## src/design/bpv_pkg.sv

```systemverilog
// Package for the bond partial volume core: shared widths, register indexes,
// the bond class code and the sideband that rides along the cell chains.
// No dependencies.
package bpv_pkg;

  localparam int unsigned DATA_W  = 32;
  localparam int unsigned REG_W   = 31;
  localparam int unsigned IDX_W   = 2;
  localparam int unsigned SQ_W    = 64;
  localparam int unsigned ROOT_W  = 32;
  localparam int unsigned REM_W   = 34;
  localparam int unsigned VOL_W   = 34;

  localparam logic [VOL_W-1:0] VOL_CAP     = 34'h2_0000_0000;
  localparam logic [REG_W-1:0] REG_ONE_RST = 31'd65536;

  localparam logic [IDX_W-1:0] REG_HORIZON = 2'd0;
  localparam logic [IDX_W-1:0] REG_BAND    = 2'd1;
  localparam logic [IDX_W-1:0] REG_GRID    = 2'd2;

  typedef enum logic [1:0] {
    CLS_OUT,
    CLS_FULL,
    CLS_BAND
  } cls_e;

  typedef struct packed {
    logic valid;
    logic r_zero;
    cls_e cls;
  } side_t;

endpackage

```

## src/design/bpv_div_cell.sv

```systemverilog
// One cell of the restoring divider chain: resolves one quotient bit per stage.
// Depends on bpv_pkg.
module bpv_div_cell #(
  parameter int unsigned NW = 47
) (
  input  logic                          clk_i,
  input  logic                          rst_ni,
  input  logic                          en_i,
  input  logic [bpv_pkg::DATA_W-1:0]    den_i,
  input  bpv_pkg::side_t                side_i,
  input  logic [bpv_pkg::DATA_W-1:0]    rem_i,
  input  logic [NW-1:0]                 num_i,
  input  logic [NW-1:0]                 quo_i,
  output bpv_pkg::side_t                side_o,
  output logic [bpv_pkg::DATA_W-1:0]    rem_o,
  output logic [NW-1:0]                 num_o,
  output logic [NW-1:0]                 quo_o
);
  import bpv_pkg::*;

  logic [DATA_W:0]   cur, diff;
  logic              ge;
  side_t             side_q;
  logic [DATA_W-1:0] rem_q;
  logic [NW-1:0]     num_q, quo_q;

  assign cur  = {rem_i, num_i[NW-1]};
  assign diff = cur - {1'b0, den_i};
  assign ge   = cur >= {1'b0, den_i};

  always_ff @(posedge clk_i or negedge rst_ni) begin
    if (!rst_ni) begin
      side_q <= '0;
    end else if (en_i) begin
      side_q <= side_i;
    end
  end

  always_ff @(posedge clk_i) begin
    if (en_i) begin
      rem_q <= ge ? diff[DATA_W-1:0] : cur[DATA_W-1:0];
      num_q <= {num_i[NW-2:0], 1'b0};
      quo_q <= {quo_i[NW-2:0], ge};
    end
  end

  assign side_o = side_q;
  assign rem_o  = rem_q;
  assign num_o  = num_q;
  assign quo_o  = quo_q;
endmodule

```

## config.mk

```make
export PLATFORM = sky130hd
export DESIGN_NAME = bpv_div_cell
export DESIGN_NICKNAME = d
export VERILOG_FILES = /design/src/design/bpv_pkg.sv /design/src/design/bpv_div_cell.sv
export SDC_FILE = /design/constraint.sdc
export NUM_CORES = 1
export LEC_CHECK = 0
export BUFFER_PORTS_ARGS = -buffer_cell sky130_fd_sc_hd__buf_2
export CORE_ASPECT_RATIO = 1.2
export CORE_MARGIN = 5
export CORE_UTILIZATION = 52
export CTS_BUF_LIST = sky130_fd_sc_hd__clkbuf_2 sky130_fd_sc_hd__clkbuf_4 sky130_fd_sc_hd__clkbuf_8
export DETAILED_ROUTE_END_ITERATION = 16
export GPL_TIMING_DRIVEN = 0
export PLACE_DENSITY = 0.89
export SYNTH_ARGS = -nofsm -noshare
export SYNTH_HDL_FRONTEND = slang
export SYNTH_SLANG_ARGS = --single-unit
export TNS_END_PERCENT = 50
```

## constraint.sdc

```tcl
create_clock -name clk_i -period 1.4 [get_ports clk_i]
set_input_delay 0.28 -clock clk_i [delete_from_list [all_inputs] [get_ports clk_i]]
set_output_delay 0.28 -clock clk_i [all_outputs]
set_load 0.05 [all_outputs]
```

==> results of run 1 <==
[cells in the mapped netlist, types with 4 or more instances]
master      n  area (µm²)
clkbuf_1    6        22.5
mux2_2     10         113
buf_2       8        40.0
xor2_1     12         105
a31oi_1     5        31.3
nand3_1     8        40.0
o21ai_0    16        80.1
inv_1      38         143
buf_4       4        30.0
nor4_1      4        25.0
nand4_1     8        50.1
edfxtp_1  125        3750
o21a_1      6        45.0
nor2_1     35         131
a21oi_1    56         280
o211ai_1    4        30.0
dfrtp_1     4         100
mux2_1      4        45.0
ha_1       32         400
nand2_1    26        97.6
xnor2_1    15         131
a21o_1     12        90.1
[repair_timing]
action	in CTS	in global routing
endpoints found under the setup margin	33	36
endpoints found under the hold margin	7	46
cloned	1	0
pin swaps	18	8
setup buffers	18	16
hold buffers	4	46
gates resized for setup	45	46
[per-layer routing]
layer | GRT usage [%] | part of all wire, % | vias to the layer above | wire, µm
met3 | 11.5 | 11 | 90 | 2540
met5 | 0 | 0.062 | - | 14
met2 | 49.5 | 53 | 366 | 11900
met4 | 10.8 | 4.9 | 4 | 1110
li1 | - | - | 2561 | -
met1 | 26.0 | 31 | 2751 | 7010
[critical path, delay by kind of cell]
family	cells	cell delay, ps
adders and majority gates	1	300
AOI/OAI and AO/OA	2	470
muxes	1	270
and+or+nand+nor	4	750
xor gates and xnor gates	1	150
buffers and inverters	6	670
[how the worst min path moves through the flow]
stage / end / from / depth (start not counted)
after global routing: quo_o[30] / quo_i[29] / 1
after detailed placement: side_o[2] / rst_ni / 1
after global placement: side_o[0] / rst_ni / 1
after floorplan: side_o[0] / rst_ni / 0
final: quo_o[30] / quo_i[29] / 1
after CTS: num_o[45] / num_i[44] / 1
[power by group through the flow]
stage	Combinational, mW	Clock (mW)	Sequential [mW]
6_report	3.84	3.41	4.82
5_1_grt	4.02	3.66	4.84
3_5_place_dp	3.34	0	4.88
4_1_cts	3.54	3.39	4.80
3_3_place_gp	3.27	0	4.87
2_1_floorplan	0.999	0	6.25
[final cells by class]
type	count	area, µm²
Tap cell	157	196
Clock buffer	18	241
Inverter	38	155
Timing Repair Buffer	378	2360
Multi-Input combinational cell	294	2380
Sequential cell	129	3850
Antenna cell	1	2.50
Clock inverter	14	178
Buffer	10	91.3
Fill cell	639	2110
[metrics by stage]
stage / utilization [%] / std cells
after floorplan: - / 480
after global placement: 68.7 / 929
after global routing: 81.8 / 1039
after detailed placement: 69.0 / 930
after CTS: 75.8 / 982
final: 81.8 / 1039
[sequential cells by signal, summed over array words and instances (netlist names)]
register,cells
num_o,46
quo_o,47
rem_o,32
side_o,4
[cell families after synthesis]
logic type | count (synthesis) | synth area share (%)
flops | 129 | 63.0
xor+xnor | 27 | 3.86
buf+inv | 57 | 3.93
mux | 15 | 2.74
compound gates | 119 | 12.0
other cells | 1 | 0.0613
fa+ha+maj | 33 | 6.87
simple gates | 99 | 7.61
==> results.txt, run 1 <==
- STA classifies the critical path endpoint as a register.
- Post-synth ARST share: 3.10%
- Initial core utilization: 52.9%
- Leading cell types in the layout, fill and taps excluded: buf_2 (275), edfxtp_1 (125), a21oi_1 (52), dlygate4sd3_1 (50), buf_4 (36)
* Vias after detailed routing: 5,772
* Class of the tightest hold or removal check: in2reg
- After the last flow step, the layout net total stands at 1,066.
- Max-cap violations in this run came to 0.
* Slew HR: 63.2%
- Worst setup startpoint: rem_i[12]
- Walking the worst path, the cells encountered are buf_2 -> ha_4 -> nand4_1 -> or4_4 -> a21oi_2 -> nor3_2 -> a211oi_2 -> buf_4 -> buf_4 -> buf_4 -> buf_4 -> buf_4 -> nor2_2 -> xnor2_1 -> mux2_4.
* Largest incremental delay on the critical path: 460 ps
* Area growth from synthesis to layout: 54.6%
- The mapped netlist covers 6120 µm².
- Per-cell routed wire length: 21.8 µm
- In this run the count of I/O pins placed on the die edge is 295.
- At the pin with the least slew margin, the transition time is 552 ps.
- Summed over all nets, the switching power comes to 4.29 mW.
- Cell internal power was estimated by the tool at 7.77 mW.
- From bottom edge to top edge, the die measures 129 µm.
* Worst vdd rail ir drop: 0.670 mV
* Final Power: 12.1 mW
- Required time of the critical path: 1580 ps
- The congestion estimate from routability-driven global placement came to 0.869.
* Input/output buffers: 292
* Total DRC errors in the routed layout: 0
- The final reports fail on negative setup slack.
* Total half-perimeter wirelength after legalization and detailed placement: 15,000 µm
- The clock tree synthesis step divided the H-tree into 4 levels.
- Reg-to-reg critical path endpoint: side_o[3]
- The critical path is of the in2reg type.
- Synthesized Nets: 678
- The final count of pins violating max slew is 0.
- The number of hold-slack violations in the final timing report is 0.
* Sw frac: 35.6%
- Total CTS buffers: 17
- Mapped Cells: 480
- Counting stages on the worst path, the most repeated cell is buf_4.
- In this run the cell area measured after placement is 7980 µm².
- Per report_power, the clock group accounts for 28.3% of the total.
- The detail route stage leaves a number of antenna-violating nets equal to 0.
- The die covers 14,000 µm².
- Core ar.: 11,600 µm²
- Fmax: 369 MHz
- In this run, the number of DRC markers left after iteration 0 of detailed routing was 429.
* Data arrival time of the worst path: 2890 ps
- The share of total power dissipated in combinational logic is 31.8%.
* CP startpoint kind: primary input
- Unrepaired setup endpoints after global routing: true
* Max stage delay cell, worst path: or4_4
- Number of buffers on the longest clock path: 2
- Final worst-path cycle share: 194%
- The most critical setup path has its endpoint at rem_o[23].
- Minimum setup slack after placement: -2130 ps
- The library cell used most frequently in the layout, excluding fill and tap cells, is buf_2.
* Netlist cell types: 50
- Die X-Extent: 109 µm
- The first TritonRoute pass finished after 6 iterations.
* CTS clk-pin slew, worst paths: 90 ps
* Layout cells sized above 1: 48.6%
- Length in cells of the worst reg-to-reg path: 1
- Along the worst path, the maximum fanout reaches 7.
- CTS saw 129 sinks.
* Hold slack: 19.9 ps
- Setup violation total in the final timing report: 33
- Setup slack on the critical path of the routed design comes to -1310 ps.
- Leftover overflow at the end of global routing: 0
- Post-Route Setup TNS: -38,900 ps
- Dividing total power by cell area gives a power density of 1280 nW/µm².
* Static power due to leakage: 4.23 nW
- Overall fraction of global-route tracks in use: 26.9%
- Once layout is done, the placed cells without fillers occupy 9460 µm².
* Proportion of synthesized chip area in sequential cells: 63.0%
- Most used DFF post-synth: edfxtp_1
- During synthesis, Yosys emitted a total of 0 warnings.
- Startpoint of the lowest-slack register-to-register path: side_o[3]
* Number of global-route vias before repair: 5,460
* Clock period minus final worst setup slack: 2710 ps
- First-pass GRT wire length: 28,400 µm
- FP Rows: 43
* Antenna violations before repair: 3
* Synthesized area per cell: 12.7 µm²
- Number of synthesized register bits: 129
- Routed wire length: 22,600 µm
- Entering global routing, the biggest net connects 75 pins.
- Detailed-route vias per instance: 5.56
- Between clock sinks in the finished design, the worst skew comes to 0 ps.
- Clock tree from TritonCTS: done
- Skew-Pair Late Insertion Delay: 420 ps
* Slack of the worst reg-to-reg path: 630 ps
- Result of the run: finished, violations left
- Number of enable flip-flop cells after synthesis: 125
- The tree is rooted in a clkbuf_8.
- Sequential cells burn 39.9% of the power.
Power figures use the tool's default switching activity.
==> run 2, diff against run 1 <==
SKIP_CTS_REPAIR_TIMING = 1   (was unset)
==> run 2 against run 1 <==
The run still ends with negative setup slack left. Flip-flop and latch count did not move. Die area did not move. Sequential power barely moved. Worst hold slack got worse by 2.1 ps. Via count fell by 2.2%. Cell area fell by 1.9%. Register-to-register slack barely moved. Critical path depth fell by 2. Clock-buffer cell count did not move. Fmax fell by 3.5%. Sequential share of layout area rose by 0.80 points. Combinational power fell by 2%. Critical path type unchanged.
==> results.txt, run 2 (synthesized netlist as in run 1, its figures left out) <==
- Result of the run: finished, violations left
- The final reports fail on negative setup slack.
- The worst pin sits at a relative slew slack of 60.7%.
- Largest incremental delay on the critical path: 540 ps
- Sw frac: 35.5%
* Clock network fraction of design power: 28.4%
- TritonCTS built the clock tree.
- Max-cap violations in this run came to 0.
- In the final layout, the share of cells above drive strength 1 is 46.8%.
- The final route contains 5,647 vias.
* Post-Route Setup TNS: -44,340 ps
- Routed wire length: 21,900 µm
- The worst-case IR drop observed on VDD is 0.707 mV.
- Dividing the detail-routed wire length by the instance count gives 21.1 µm.
* Initial core utilization: 52.9%
- Number of levels in the clock H-tree: 4
- Sequential group share of total power: 40.1%
- Skew-Pair Late Insertion Delay: 420 ps
- Number of gates on the worst path with buffers counted: 13
- CP startpoint kind: primary input
* Data arrival time of the worst path: 3000 ps
- Fmax: 356 MHz
- Largest fanout of any net on the critical path: 7
- The worst path uses 201% of the clock period.
- Antenna fix cells: 0
- The first global-routing pass estimated 27,100 µm of wire.
* Number of buffers on the longest clock path: 2
- Area of all placed cells without fillers: 9280 µm²
- Cell Int Power: 7.74 mW
* Area growth from synthesis to layout: 51.6%
- Total count of max-transition violations in the final report: 0
* Overall fraction of global-route tracks in use: 25.6%
* Placed instance count: 930
* Number of cells in the finished layout apart from fillers: 1,035
* Number of clock sinks seen by CTS: 129
- Area after DPL: 7980 µm²
- Fill cells in the final layout number 663.
- Detailed placement finished with a half-perimeter wire length of 15,000 µm.
* Net switching power: 4.25 mW
- Leading cell types in the layout, fill and taps excluded: buf_2 (287), edfxtp_1 (125), a21oi_1 (52), dlygate4sd3_1 (49), nor2_1 (35)
* Least setup slack across all paths after layout: -1410 ps
* Crit path buf inv count: 4
- Core ar.: 11,600 µm²
- The first TritonRoute pass finished after 5 iterations.
- Clock skew on the completed layout was measured at 0 ps.
* Number of global-route vias before repair: 5,213
* Required time of the critical path: 1580 ps
* Cell type group with the largest total delay on the critical path: compound AO/OA/AOI/OAI gates
* Ratio of total power to cell area: 1290 nW/µm²
- Routability-driven placement finished with a final weighted congestion of 0.869.
- Die ar.: 14,000 µm²
- In this run the vertical extent of the chip is 129 µm.
- Antenna violations before repair: 4
- Setup repair after global routing could not meet its margin everywhere.
- Number of hold violations in the final report: 0
- In this run, the number of DRC markers left after iteration 0 of detailed routing was 449.
- The register with the most flip-flops in the layout has 47 of them.
- Post-layout nets: 1,063
- Count of antenna-violating nets left after detailed routing: 0
* Dominant cell type by count on the critical path: buf_6
* Clock period minus final worst setup slack: 2810 ps
- Sort of element at the end of the critical path: register
- Most common cell after layout, fill and taps aside: buf_2
- Total DRC errors in the routed layout: 0
- The signal on the critical path passes through buf_2 -> inv_1 -> ha_1 -> buf_6 -> nand2_2 -> or4_4 -> a21oi_2 -> nor3_2 -> a211oi_2 -> o21ai_4 -> o31ai_4 -> buf_6 -> mux2_4.
- Largest net degree at the start of global routing: 75
- Final design utilization: 80.2%
* Final Power: 12.0 mW
- Input/output buffers: 292
- Max stage delay cell, worst path: or4_4
* Slew at the pin with the worst max-slew slack: 587 ps
- Detailed-route vias per instance: 5.46
- Leftover overflow at the end of global routing: 0
- TritonCTS created 17 clock buffers.
- Row generation in the floorplan step produced 43 rows.
- Pin placement for this block handled 295 I/O pins.
- Clock-pin slew was measured on the worst setup and hold paths at 80 ps.
* Hold Crit Depth: 1
- Share of power burned in combinational logic: 31.4%
- Length in cells of the worst reg-to-reg path: 1
* Class of the tightest hold or removal check: in2reg
- The analysis attributes to cell leakage a power of 4.17 nW.
* Die X-Extent: 109 µm
- Register cell area after layout: 3850 µm²
* Setup violation total in the final timing report: 33
- Multi-input gate area: 2300 µm²
- Root buffer cell: clkbuf_8
- The critical path in this run is classified as in2reg.
==> run 2: cell count changes in the layout (fill, tap and decap cells not counted), sizes merged <==
cell | previous run | this run
clkbuf | 24 | 25
dlygate4sd3 | 50 | 49
diode | 1 | 0
buf | 332 | 329
==> run 2: routing by layer <==
layer / vias up / track usage [%] / share of wire, %
met3: 86 / 10.5 / 10
met2: 351 / 47.5 / 53
li1: 2548 / - / -
met1: 2654 / 25.6 / 32
met4: 8 / 8.17 / 4.0
met5: - / 0 / 0.22
==> run 2: final timing paths <==
path                            from         to  slack [ps]
min                         quo_i[2]   quo_o[3]          20
max                         den_i[9]  rem_o[23]       -1410
max reg2reg                side_o[3]  side_o[3]         630
min in group asynchronous     rst_ni  side_o[2]         190
max in group asynchronous     rst_ni  side_o[3]        1090
min reg2reg                side_o[2]  side_o[2]         510
==> run 2: cell type report <==
cell class                 instances  area share, %
clock buffer                      18           2.60
timing repair buffer             369           23.9
clock inverter                    14           1.91
inverter                          38           1.62
tap                              157           2.12
sequential                       129           41.5
buffer                            16           1.55
multi-input combinational        294           24.8
==> run 2: power by group through the flow <==
stage / logic (mW) / registers [mW] / clock network, mW
finish: 3.77 / 4.81 / 3.41
floorplan: 0.999 / 6.25 / 0
detailed placement: 3.34 / 4.88 / 0
global route: 3.94 / 4.84 / 3.65
CTS: 3.36 / 4.80 / 3.39
global placement: 3.27 / 4.87 / 0
==> run 2: through the flow <==
stage / worst slack, ps / hold slack, ps
6_report: -1410 / 17.9
5_1_grt: -1480 / -7.98
4_1_cts: -1680 / -372
3_5_place_dp: -2130 / 91.0
3_3_place_gp: -2110 / 82.2
2_1_floorplan: -1540 / -15.6
